**src/rtl/pngunf_pkg.sv**
```systemverilog
// Shared types and constants for the PNG scanline unfilter.
`default_nettype none

package pngunf_pkg;

   localparam int MAX_WIDTH       = 1024;
   localparam int BYTES_PER_PIXEL = 4;
   localparam int ROW_DEPTH       = MAX_WIDTH * BYTES_PER_PIXEL;
   localparam int COL_W           = $clog2(ROW_DEPTH);
   localparam int CH_W            = $clog2(BYTES_PER_PIXEL);
   localparam int WIDTH_W         = 11;
   localparam int HEIGHT_W        = 16;
   localparam int STRIDE_W        = WIDTH_W + CH_W;
   localparam int CSR_ADDR_W      = 8;
   localparam int CSR_DATA_W      = 16;

   // Register indexes on the csr port
   localparam logic [CSR_ADDR_W-1:0] REG_IMAGE_WIDTH  = 8'd0;
   localparam logic [CSR_ADDR_W-1:0] REG_IMAGE_HEIGHT = 8'd1;

   // Highest legal filter type code
   localparam logic [7:0] FILTER_MAX = 8'd4;

   typedef enum logic [2:0] {
      FILT_NONE  = 3'd0,
      FILT_SUB   = 3'd1,
      FILT_UP    = 3'd2,
      FILT_AVG   = 3'd3,
      FILT_PAETH = 3'd4
   } row_filt_type;

   typedef struct packed {
      logic            bad_filter;
      logic            image_last;
      logic            row_last;
      logic [CH_W-1:0] channel;
      logic [7:0]      pixel_byte;
   } result_type;

endpackage

`default_nettype wire

```
**src/rtl/pngunf_skid.sv**
```systemverilog
// Two-entry output register with skid stage for the result channel.
`default_nettype none

module pngunf_skid (
   input  logic                   clock,
   input  logic                   reset,
   input  logic                   in_valid,
   output logic                   in_ready,
   input  pngunf_pkg::result_type in_data,
   output logic                   out_valid,
   input  logic                   out_ready,
   output pngunf_pkg::result_type out_data
);
   import pngunf_pkg::*;

   logic       out_valid_ff;
   logic       out_valid_in;
   logic       skid_valid_ff;
   logic       skid_valid_in;
   result_type out_data_ff;
   result_type out_data_in;
   result_type skid_data_ff;
   result_type skid_data_in;
   logic       push;
   logic       pop;

   assign in_ready  = !skid_valid_ff;
   assign out_valid = out_valid_ff;
   assign out_data  = out_data_ff;
   assign push      = in_valid && in_ready;
   assign pop       = out_valid_ff && out_ready;

   // Refill the output register from the skid stage first
   always_comb begin
      out_valid_in  = out_valid_ff;
      out_data_in   = out_data_ff;
      skid_valid_in = skid_valid_ff;
      skid_data_in  = skid_data_ff;
      if (!out_valid_ff || pop) begin
         out_valid_in  = skid_valid_ff || push;
         out_data_in   = skid_valid_ff ? skid_data_ff : in_data;
         skid_valid_in = 1'b0;
      end else if (push) begin
         skid_valid_in = 1'b1;
         skid_data_in  = in_data;
      end
   end

   always_ff @(posedge clock) begin
      if (reset) begin
         out_valid_ff  <= 1'b0;
         skid_valid_ff <= 1'b0;
      end else begin
         out_valid_ff  <= out_valid_in;
         skid_valid_ff <= skid_valid_in;
      end
   end

   always_ff @(posedge clock) begin
      out_data_ff  <= out_data_in;
      skid_data_ff <= skid_data_in;
   end

endmodule

`default_nettype wire

```
**config.mk**
```make
export PLATFORM = sky130hd
export DESIGN_NAME = pngunf_skid
export DESIGN_NICKNAME = d
export VERILOG_FILES = /design/src/rtl/pngunf_pkg.sv /design/src/rtl/pngunf_skid.sv
export SDC_FILE = /design/constraint.sdc
export NUM_CORES = 1
export LEC_CHECK = 0
export BUFFER_PORTS_ARGS = -buffer_cell sky130_fd_sc_hd__buf_2
export CORE_MARGIN = 2
export CORE_UTILIZATION = 44
export DETAILED_ROUTE_END_ITERATION = 7
export PLACE_DENSITY = 0.72
export SYNTH_ARGS = -nofsm -noshare
export SYNTH_HDL_FRONTEND = slang
export SYNTH_SLANG_ARGS = --single-unit
```
**constraint.sdc**
```tcl
create_clock -name clock -period 2.2 [get_ports clock]
set_clock_uncertainty 0.05 [all_clocks]
set_input_delay 0.22 -clock clock [delete_from_list [all_inputs] [get_ports clock]]
set_output_delay 0.22 -clock clock [all_outputs]
set_load 0.02 [all_outputs]
```
==> impl_metrics.json <==
{
  "r2r_setup_slack_ps": 650,
  "design.core.area_mm2": 0.00223,
  "antenna_found_initial": 0,
  "vias": 525,
  "finalSetupTns_ps": 0,
  "grtUsageTotal_pct": 10.6,
  "cts_resized": 0,
  "cap_violations": 0,
  "yosysSeqAreaShare_pct": 77.7,
  "drt-vias-per-instance": 4.61,
  "cts_max_path_buffers": 2,
  "yosysTopAreaCell": "edfxtp_1",
  "period_needed_ps": 1700,
  "cts.clk_slew.worst_paths_ps": 130,
  "synth_cells": 49,
  "insertion_delay_ps": 310,
  "grtUsageMet3_pct": 1.69,
  "die_h_um": 53.0,
  "synth_top_area_share_pct": 73.9,
  "ir_drop_mv": 0.474,
  "min_path_type": "input pin to flip-flop",
  "cts_tree": "built",
  "netlist_area_mm2": 0.00106,
  "grt_pass1_vias": 455,
  "switching_share_pct": 20.7,
  "drt_pre_antenna_iters": 3,
  "synthTopCellsByArea": "edfxtp_1, mux2_4, mux2_2",
  "first_iter_violations": 7,
  "ys_warn_count": 0,
  "grt_overflow": 0,
  "grtUsageMet1_pct": 12.1,
  "fmax_ghz": 0.587,
  "dieWidth_um": 53.0,
  "post_cts_buffers": 0,
  "gp_congestion": 0.672,
  "grt_first_pass_wirelength_mm": 2.04,
  "seq_power_share_pct": 68.0,
  "clock-sinks": 28,
  "hold_viol_final": 0,
  "setup_viol": 0,
  "reg2reg_depth": 1,
  "wl_per_cell_um": 11.9,
  "h-tree-depth": 1,
  "tightest_slew_ps": 787,
  "rsz0062_at_grt": "false",
  "ios": 32,
  "critPathCaptureType": "primary output",
  "status": "completed",
  "powerDensity_mw_per_mm2": 711,
  "cts-buffers-inserted": 3,
  "cp-start-kind": "flip-flop",
  "io_buffers": 31,
  "die_area_mm2": 0.00281,
  "area_growth_syn_to_layout_pct": 21.1,
  "synth-seq-cells": 28,
  "num_antenna_cells": 0,
  "drive_gt1_share_pct": 59.3,
  "fin_nets": 104,
  "busiest_layer": "met2",
  "holdPathStages": 1,
  "holdWs_ps": 41.3,
  "leakage_nw": 0.504,
  "r2r-end": "out_data[12]",
  "use_met2_pct": 17.9,
  "path_class": "flip-flop to primary output",
  "hold_start": "in_data[7]",
  "drc": 0,
  "cts_root_buf": "clkbuf_4",
  "combPwrFrac_pct": 10.6,
  "r2r-start": "skid_valid_ff",
  "ys_types": 12,
  "p_clk_share_pct": 21.4,
  "slew_headroom_pct": 47.4,
  "drv_slew": 0,
  "period_share_pct": 77.4,
  "p_int_mw": 0.721,
  "ant_nets": 0,
  "grt_max_degree": 17,
  "arrival_ps": 1430,
  "rows": 17,
  "initial_core_util_pct": 47.3,
  "syn_nets": 66,
  "cp.required_ps": 1930,
  "crit_fanout": 16,
  "switchingPower_mw": 0.188,
  "routed_wl_mm": 1.36,
  "min_to": "skid_data_ff[7]",
  "avgSynthCellArea_um2": 21.6,
  "place_hpwl_mm": 1.01
}
power by group through the flow:
stage               registers (mW)  logic (mW)  clock network, mW
finish                       0.618      0.0964              0.195
global route                 0.620       0.104              0.225
CTS                          0.618      0.0968              0.206
detailed placement           0.631      0.0966                  0
global placement             0.630      0.0953                  0
floorplan                    0.656      0.0317                  0
sequential cells by signal (all words and copies together) (netlist names):
register,flops
out_valid,1
out_data,13
skid_data_ff,13
skid_valid_ff,1
metal layers:
layer  share of wire [%]  up-vias  wire length [µm]
li1                    -      263                 -
met1                  42      246               571
met2                  52       14               707
met3                 5.0        2                68
met4                 1.2        0                16
met5                   0        -                 0
Yosys cell counts (all sizes together):
cell and count:
nand2b 1, nor3 1, buf 2, dfxtp 2
edfxtp 26, a21oi 1, mux2 13, inv 1
nor2 1, nor3b 1
metrics by stage:
stage                     power (mW)  util, %  cells  setup WS [ps]  area, µm²
after global routing           0.949     57.3    114            372       1280
after global placement         0.725     55.6    109            685       1240
after detailed placement       0.727     55.6    109            643       1240
final                          0.909     57.3    114            497       1280
after floorplan                0.688        -     49            280       1060
after CTS                      0.921     56.8    113            466       1270
cell families (layout without fill, tap and decap cells):
group / Yosys count / after routing / synth area share [%]
buffers and inverters: 3 / 40 / 3.32
and+or+nand+nor: 4 / 4 / 2.13
muxes: 13 / 13 / 16.4
AOI/OAI and AO/OA: 1 / 1 / 0.473
DFF: 28 / 28 / 77.7
worst max-delay path by stage:
stage	slack, ps	from	endpoint
6_report	500	skid_valid_ff	in_ready
5_1_grt	370	skid_valid_ff	in_ready
4_1_cts	470	skid_valid_ff	in_ready
3_5_place_dp	640	skid_valid_ff	out_data[11]
3_3_place_gp	690	skid_valid_ff	out_data[11]
2_1_floorplan	280	out_valid	skid_data_ff[0]
cells in the final DEF (no fill, tap or decap):
master	synthesis	routed
edfxtp_1	26	26
dfxtp_1	2	2
buf_2	0	31
nor3_1	1	1
mux2_4	7	7
mux2_2	6	6
inv_1	1	1
a21oi_1	1	1
nand2b_1	1	1
dlygate4sd3_1	0	1
clkbuf_4	0	3
nor3b_2	0	1
nor2_1	1	1
buf_4	0	3
clkinv_1	0	1
cell type report:
type / count / area (µm²)
fillers: 191 / 955
flip-flops and latches: 28 / 821
multi-input cells: 18 / 205
repair buffers: 35 / 188
well taps: 28 / 35.0
clock buffers: 3 / 22.5
clock inverters: 1 / 3.75
inverters: 1 / 3.75
critical path, cell delays in order (launching register included):
cell and delay (ps):
dfxtp_1 860, inv_1 90, buf_2 180
what timing repair did:
action | 4_1_cts | 5_1_grt
setup endpoints to repair | 0 | 0
endpoints found under the hold margin | 0 | 1
hold buffers | 0 | 1
Note: power is estimated with default switching activity, not from simulation.
