## config.mk

```make
export PLATFORM = sky130hd
export DESIGN_NAME = pngunf_predict
export DESIGN_NICKNAME = d
export VERILOG_FILES = /design/src/rtl/pngunf_pkg.sv /design/src/rtl/pngunf_predict.sv
export SDC_FILE = /design/constraint.sdc
export NUM_CORES = 1
export LEC_CHECK = 0
export ABC_AREA = 1
export BUFFER_PORTS_ARGS = -buffer_cell sky130_fd_sc_hd__buf_2
export CAP_MARGIN = 25
export CELL_PAD_IN_SITES_DETAIL_PLACEMENT = 0
export CELL_PAD_IN_SITES_GLOBAL_PLACEMENT = 1
export CORE_AREA = 4 4 93 95
export DETAILED_ROUTE_END_ITERATION = 10
export DIE_AREA = 0 0 97 99
export GPL_ROUTABILITY_DRIVEN = 0
export PLACE_DENSITY_LB_ADDON = 0.1
export SYNTH_ARGS = -nofsm -noshare
export SYNTH_HDL_FRONTEND = slang
export SYNTH_SLANG_ARGS = --single-unit
```

## constraint.sdc

```tcl
create_clock -name vclk -period 15.4
set_input_delay 1.54 -clock vclk [all_inputs]
set_output_delay 1.54 -clock vclk [all_outputs]
set_load 0.02 [all_outputs]
```

## src/rtl/pngunf_pkg.sv

```systemverilog
// Shared types and constants for the PNG scanline unfilter.
`default_nettype none

package pngunf_pkg;

   localparam int MAX_WIDTH       = 1024;
   localparam int BYTES_PER_PIXEL = 4;
   localparam int ROW_DEPTH       = MAX_WIDTH * BYTES_PER_PIXEL;
   localparam int COL_W           = $clog2(ROW_DEPTH);
   localparam int CH_W            = $clog2(BYTES_PER_PIXEL);
   localparam int WIDTH_W         = 11;
   localparam int HEIGHT_W        = 16;
   localparam int STRIDE_W        = WIDTH_W + CH_W;
   localparam int CSR_ADDR_W      = 8;
   localparam int CSR_DATA_W      = 16;

   // Register indexes on the csr port
   localparam logic [CSR_ADDR_W-1:0] REG_IMAGE_WIDTH  = 8'd0;
   localparam logic [CSR_ADDR_W-1:0] REG_IMAGE_HEIGHT = 8'd1;

   // Highest legal filter type code
   localparam logic [7:0] FILTER_MAX = 8'd4;

   typedef enum logic [2:0] {
      FILT_NONE  = 3'd0,
      FILT_SUB   = 3'd1,
      FILT_UP    = 3'd2,
      FILT_AVG   = 3'd3,
      FILT_PAETH = 3'd4
   } row_filt_type;

   typedef struct packed {
      logic            bad_filter;
      logic            image_last;
      logic            row_last;
      logic [CH_W-1:0] channel;
      logic [7:0]      pixel_byte;
   } result_type;

endpackage

`default_nettype wire

```

## src/rtl/pngunf_predict.sv

```systemverilog
// Filter predictor and reconstruction of one sample byte.
`default_nettype none

module pngunf_predict (
   input  pngunf_pkg::row_filt_type filter,
   input  logic [7:0]               sample,
   input  logic [7:0]               left,
   input  logic [7:0]               upper,
   input  logic [7:0]               upper_left,
   output logic [7:0]               recon
);
   import pngunf_pkg::*;

   logic signed [9:0] pa;
   logic signed [9:0] pb;
   logic signed [9:0] pc;
   logic [9:0]        abs_a;
   logic [9:0]        abs_b;
   logic [9:0]        abs_c;
   logic [8:0]        avg_sum;
   logic [7:0]        paeth;
   logic [7:0]        pred;

   // Paeth distances: |b-c|, |a-c|, |a+b-2c|
   always_comb begin
      pa = $signed({2'b00, upper}) - $signed({2'b00, upper_left});
      pb = $signed({2'b00, left}) - $signed({2'b00, upper_left});
      pc = pa + pb;
      abs_a = pa[9] ? 10'(-pa) : 10'(pa);
      abs_b = pb[9] ? 10'(-pb) : 10'(pb);
      abs_c = pc[9] ? 10'(-pc) : 10'(pc);
      if (abs_a <= abs_b && abs_a <= abs_c) begin
         paeth = left;
      end else if (abs_b <= abs_c) begin
         paeth = upper;
      end else begin
         paeth = upper_left;
      end
   end

   // Predictor select and modulo-256 add
   always_comb begin
      avg_sum = {1'b0, left} + {1'b0, upper};
      unique case (filter)
         FILT_NONE:  pred = 8'd0;
         FILT_SUB:   pred = left;
         FILT_UP:    pred = upper;
         FILT_AVG:   pred = avg_sum[8:1];
         FILT_PAETH: pred = paeth;
         default:    pred = 8'd0;
      endcase
      recon = sample + pred;
   end

endmodule

`default_nettype wire

```

==> results of run 1 <==
[area by class of cell]
class | instances | share of cell area
Multi-Input combinational cell | 492 | 0.810
Inverter | 99 | 0.0979
Timing Repair Buffer | 44 | 0.0587
Tap cell | 102 | 0.0336
[metrics by stage]
step | area [um2] | cells | hold slack [ns] | worst slack [ns]
final | 3790 | 737 | 3.42 | 6.21
after global routing | 3790 | 737 | 3.45 | 5.52
after CTS | 3790 | 737 | 3.43 | 6.20
after detailed placement | 3790 | 737 | 3.43 | 6.23
after global placement | 3790 | 737 | 3.44 | 6.23
after floorplan | 3460 | 593 | 3.29 | 7.09
[power breakdown]
group          internal [mW]  total, mW  switching, mW
Combinational          0.135      0.369          0.234
Clock                      0          0              0
Sequential                 0          0              0
Total                  0.135      0.369          0.234
[cells in the mapped netlist]
cell	count
xnor2_1	6
a221oi_1	1
ha_1	67
nor4_1	1
nand2_4	4
a21oi_2	2
nand2_2	14
inv_1	95
o31ai_1	3
nand4_1	11
buf_6	1
nand3_2	5
clkbuf_1	1
fa_1	5
inv_2	4
a22o_1	5
a21o_1	3
nand2_1	149
xor2_1	21
nor3_1	9
or2_1	1
nand3_4	1
or2_2	2
o21ai_0	23
o211ai_1	4
nor2_1	59
nand3b_1	8
o21ai_1	3
o21a_1	1
a211oi_1	4
nand3_1	39
a21oi_1	32
conb_1	2
nor2_2	2
o21bai_1	3
[worst paths after layout]
| check | cells after the start | slack [ns] | to |
|---|---|---|---|
| setup / recovery | 40 | 6.21 | recon[7] |
| hold / removal | 3 | 3.42 | recon[0] |
[routing by layer]
metal / GRT usage / routed length, um / vias up / share of wire
met3: 0.0134 / 480 / 6 / 0.048
met2: 0.337 / 4300 / 92 / 0.43
met1: 0.306 / 5070 / 1666 / 0.51
li1: - / - / 2025 / -
met5: 0 / 0 / - / 0
met4: 0.0259 / 112 / 0 / 0.011
[kinds of logic after synthesis]
family | Yosys count | synth area share
simple gates | 305 | 0.402
buf+inv | 101 | 0.112
compound gates | 84 | 0.144
fa+ha+maj | 72 | 0.272
xor+xnor | 27 | 0.0685
other cells | 2 | 0.00218
==> flow_metrics.env, run 1 <==
export IMPL_status="finished, final reports clean"
export IMPL_first_pass_iters=5
export IMPL_die_area_um2=9600
export IMPL_multi_input_area_um2=3070
export IMPL_vias=3789
export IMPL_setup_viol=0
export IMPL_critical_path_class="in2out"
export IMPL_grt_max_degree=16
export IMPL_die_x_um=97
export IMPL_overflow=0
export IMPL_hold_path_class="in2out"
export IMPL_core_area_um2=7730
export IMPL_crit_path_end_kind="primary output"
export IMPL_slew_headroom=0.413
export IMPL_avgSynthCellArea_um2=5.84
export IMPL_drive_above_1_share=0.123
export IMPL_irDropWorstVdd_uv=32.1
export IMPL_syn_area_um2=3450
export IMPL_max_cap_viol_count=0
export IMPL_hold_viol_final=0
export IMPL_synth_top_area_share=0.243
export IMPL_grt_pass1_wl_um=16700
export IMPL_p_leak_nw=2.21
export IMPL_ant_nets=0
export IMPL_synth_distinct_cells=35
export IMPL_diodes=0
export IMPL_hpwlAfterDp_um=8950
export IMPL_area_growth_pct=9.93
export IMPL_yosys_warnings=0
export IMPL_track_usage=0.207
export IMPL_seq_cell_count=0
export IMPL_tns_ns=0
export IMPL_utilization=0.491
export IMPL_period_share=0.597
export IMPL_nets=744
export IMPL_worstMarginPinSlew_ns=0.874
export IMPL_final_cell_mix="nand2_1, inv_1, ha_1, nor2_1, buf_2"
export IMPL_synth_seq_area_share=0
export IMPL_synth_top_area_cell="ha_1"
export IMPL_arrival_ns=7.65
export IMPL_layout_commonest_cell="nand2_1"
export IMPL_cts_hold_buf=0
export IMPL_wirelength_um=9960
export IMPL_io_pins=43
export IMPL_slowest_delay_ns=0.40
export IMPL_synth_cells=591
export IMPL_grt_pass1_vias=3516
export IMPL_dr_first_iter_drc_count=265
export IMPL_critPathRequiredTime_ns=13.86
export IMPL_hold_path_startpoint="sample[0]"
export IMPL_rsz0062_at_grt="no"
export IMPL_nFillCells=840
export IMPL_cts_resized=0
export IMPL_cp_slowest_cell="o21ai_0"
export IMPL_vias_per_cell=5.14
export IMPL_rows=32
export IMPL_wire_per_inst_um=13.5
export IMPL_crit_family="simple AND/OR/NAND/NOR gates"
export IMPL_drv_slew=0
export IMPL_crit_fanout=14
export IMPL_drcViolationCount=0
export IMPL_dieHeight_um=99
export IMPL_clock_buffer_count=0
export IMPL_post_cts_buffers=0
export IMPL_synthTopCellsByArea="ha_1, nand2_1, inv_1"
export IMPL_regArea_um2=0
export IMPL_port_buffers=43
export IMPL_crit_path_start_kind="input pin"
export IMPL_cp_startpoint="upper[2]"
export IMPL_start_util=0.447
export IMPL_path_common_cell="nand2_1"
export IMPL_fin_crit_ns=9.19
export IMPL_antenna_found_initial=0
export IMPL_p_total_uw=369
export IMPL_path_buf_inv=5
export IMPL_power_density_nw_per_um2=97.2
export IMPL_fmax_mhz=109
Note: power is estimated with default switching activity, not from simulation.
==> inputs of run 2 (changes only) <==
CORE_AREA = 4 4 100 102   (was 4 4 93 95)
DIE_AREA = 0 0 104 106   (was 0 0 97 99)
clock period = 7.9 ns   (was 15.4 ns; I/O delays follow)
==> flow_metrics.env, run 2 (synthesized netlist as in run 1, its figures left out) <==
export IMPL_status="finished, final reports clean"
export IMPL_regArea_um2=0
export IMPL_die_area_um2=11000
export IMPL_rows=35
export IMPL_area_growth_pct=13.6
export IMPL_arrival_ns=6.60
export IMPL_crit_path_end_kind="primary output"
export IMPL_period_share=0.936
export IMPL_drv_slew=0
export IMPL_worstMarginPinSlew_ns=0.937
export IMPL_seq_cell_count=0
export IMPL_slowest_delay_ns=0.61
export IMPL_hold_viol_final=0
export IMPL_slew_headroom=0.371
export IMPL_hold_path_class="in2out"
export IMPL_setup_viol=0
export IMPL_p_leak_nw=2.26
export IMPL_hpwlAfterDp_um=9160
export IMPL_dieHeight_um=106
export IMPL_port_buffers=43
export IMPL_grt_max_degree=16
export IMPL_max_cap_viol_count=0
export IMPL_drcViolationCount=0
export IMPL_ant_nets=0
export IMPL_antenna_found_initial=0
export IMPL_overflow=0
export IMPL_cp_slowest_cell="fa_2"
export IMPL_holdWs_ns=1.93
export IMPL_grt_pass1_wl_um=17400
export IMPL_tns_ns=0
export IMPL_pre_cts_slack_ns=0.223
export IMPL_critPathRequiredTime_ns=7.11
export IMPL_power_density_nw_per_um2=193
export IMPL_track_usage=0.186
export IMPL_wirelength_um=10300
export IMPL_first_pass_iters=6
export IMPL_wire_per_inst_um=13.7
export IMPL_nFillCells=1031
export IMPL_final_cell_mix="nand2_1, inv_1, ha_1, nor2_1, buf_2"
export IMPL_drive_above_1_share=0.149
export IMPL_clock_buffer_count=0
export IMPL_dr_first_iter_drc_count=207
export IMPL_stdcell_area_um2=3920
export IMPL_vias=3777
export IMPL_fmax_mhz=135
export IMPL_layout_commonest_cell="nand2_1"
export IMPL_crit_fanout=5
export IMPL_nets=752
export IMPL_core_area_um2=9110
export IMPL_vias_per_cell=5.01
export IMPL_postLayoutSetupSlackWorst_ns=0.509
export IMPL_io_pins=43
export IMPL_postPlaceCellArea_um2=3820
export IMPL_rsz0062_at_grt="yes"
export IMPL_grt_pass1_vias=3589
export IMPL_irDropWorstVdd_uv=67.0
export IMPL_cts_hold_buf=0
export IMPL_fin_crit_ns=7.39
export IMPL_diodes=0
export IMPL_start_util=0.379
export IMPL_critical_path_class="in2out"
export IMPL_crit_path_start_kind="input pin"
export IMPL_die_x_um=104
==> run 2: repair_timing <==
item,CTS,global route
gates resized for setup,0,15
setup endpoints to repair,0,4
setup buffers,0,5
==> run 2: through the flow <==
step | power [mW] | cells | util
after CTS | 0.720 | 748 | 0.420
after global placement | 0.704 | 748 | 0.420
after floorplan | 0.552 | 593 | -
after detailed placement | 0.716 | 748 | 0.420
after global routing | 0.875 | 754 | 0.430
final | 0.755 | 754 | 0.430
==> run 2: layer usage <==
metal  track usage  wire, um
met1         0.275      5230
met2         0.316      4540
met5             0         0
met4             0        31
met3       0.00971       522
==> run 2: worst max-delay path: cells and delay by family <==
| family | cells | cell delay [ns] |
|---|---|---|
| AOI/OAI and AO/OA | 6 | 1.04 |
| adders and majority gates | 6 | 2.25 |
| buffers and inverters | 10 | 0.95 |
| xor gates and xnor gates | 1 | 0.11 |
| and+or+nand+nor | 15 | 1.46 |
==> run 2: layout make-up <==
type | instances | area (um2) | share of cell area
Timing Repair Buffer | 51 | 275 | 0.0702
Tap cell | 111 | 139 | 0.0354
Multi-Input combinational cell | 493 | 3140 | 0.800
Inverter | 99 | 372 | 0.0948
==> run 2: final timing paths <==
| path | depth (start not counted) | slack (ns) | start | end |
|---|---|---|---|---|
| max | 38 | 0.51 | left[0] | recon[6] |
| min | 3 | 1.93 | sample[0] | recon[0] |
==> run 2: power breakdown <==
group	total (mW)	switching (mW)	internal, mW
logic	0.755	0.477	0.278
clock network	0	0	0
registers	0	0	0
total	0.755	0.477	0.278
==> inputs of run 3 (changes only) <==
CORE_AREA = 4 4 91 111   (was 4 4 100 102)
DIE_AREA = 0 0 95 115   (was 0 0 104 106)
==> flow_metrics.env, run 3 (synthesized netlist as in run 1, its figures left out) <==
export IMPL_drv_slew=0
export IMPL_arrival_ns=6.51
export IMPL_crit_path_end_kind="primary output"
export IMPL_seq_cell_count=0
export IMPL_vias=3836
export IMPL_grt_pass1_vias=3647
export IMPL_power_density_nw_per_um2=193
export IMPL_irDropWorstVdd_uv=82.7
export IMPL_start_util=0.386
export IMPL_fin_crit_ns=7.30
export IMPL_crit_fanout=10
export IMPL_wire_per_inst_um=14.0
export IMPL_dr_first_iter_drc_count=96
export IMPL_grt_pass1_wl_um=16800
export IMPL_grt_max_degree=16
export IMPL_die_area_um2=10900
export IMPL_hpwlAfterDp_um=9630
export IMPL_antenna_found_initial=0
export IMPL_slew_headroom=0.417
export IMPL_area_growth_pct=13.3
export IMPL_holdWs_ns=1.93
export IMPL_drcViolationCount=0
export IMPL_wirelength_um=10600
export IMPL_nets=750
export IMPL_p_leak_nw=2.25
export IMPL_slowest_delay_ns=0.45
export IMPL_tns_ns=0
export IMPL_fmax_mhz=137
export IMPL_max_cap_viol_count=0
export IMPL_drive_above_1_share=0.142
export IMPL_io_pins=43
export IMPL_die_x_um=95
export IMPL_dieHeight_um=115
export IMPL_rows=38
export IMPL_core_area_um2=8940
export IMPL_critPathRequiredTime_ns=7.11
export IMPL_final_cell_mix="nand2_1, inv_1, ha_1, nor2_1, buf_2"
export IMPL_first_pass_iters=5
export IMPL_diodes=0
export IMPL_period_share=0.924
export IMPL_track_usage=0.194
export IMPL_cts_hold_buf=0
export IMPL_port_buffers=43
export IMPL_clock_buffer_count=0
export IMPL_hold_path_class="in2out"
export IMPL_regArea_um2=0
export IMPL_setup_viol=0
export IMPL_hold_viol_final=0
export IMPL_layout_commonest_cell="nand2_1"
export IMPL_cp_slowest_cell="fa_1"
export IMPL_status="finished, final reports clean"
export IMPL_vias_per_cell=5.04
export IMPL_worstMarginPinSlew_ns=0.867
export IMPL_path_common_cell="nand2_1"
export IMPL_critical_path_class="in2out"
export IMPL_overflow=0
export IMPL_crit_path_start_kind="input pin"
export IMPL_ant_nets=0
## run 3: stage by stage
stage / power, mW / util / worst slack (ns) / instances / instance area (um2)
after detailed placement: 0.727 / 0.429 / 0.271 / 757 / 3830
after floorplan: 0.552 / - / 1.09 / 593 / 3460
after CTS: 0.732 / 0.429 / 0.255 / 757 / 3830
after global routing: 0.854 / 0.437 / -0.00364 / 761 / 3910
final: 0.755 / 0.437 / 0.597 / 761 / 3910
after global placement: 0.718 / 0.429 / 0.290 / 757 / 3830
## run 3: area by class of cell
cell class,instances,area (um2)
well taps,120,150
fillers,1025,5030
inverters,99,372
multi-input cells,492,3110
repair buffers,50,280
## run 3: where the power goes
part           internal, mW  switching [mW]  leakage [nW]
Combinational         0.278           0.476          2.25
Sequential                0               0             0
Clock                     0               0             0
Total                 0.278           0.476          2.25
## run 3: path summary, 6_finish.rpt
kind	from	end	slack, ns	depth (start not counted)
min	sample[0]	recon[0]	1.93	3
max	upper[0]	recon[7]	0.60	42
## run 3: what timing repair did
action	4_1_cts	5_1_grt
endpoints found under the setup margin	0	4
gates resized for setup	0	10
setup buffers	0	4
## run 3: critical path, delay by kind of cell
| family | cells | cell delay [ns] |
|---|---|---|
| and+or+nand+nor | 24 | 2.66 |
| adders and majority gates | 5 | 1.62 |
| AOI/OAI and AO/OA | 2 | 0.27 |
| xor gates and xnor gates | 2 | 0.42 |
| buffers and inverters | 9 | 0.75 |
## run 3: routing by layer
layer	GRT usage	up-vias	routed length (um)
met1	0.215	1713	4320
met5	0	-	0
met4	0.0606	0	362
met3	0.00393	17	200
met2	0.390	69	5760
li1	-	2037	-
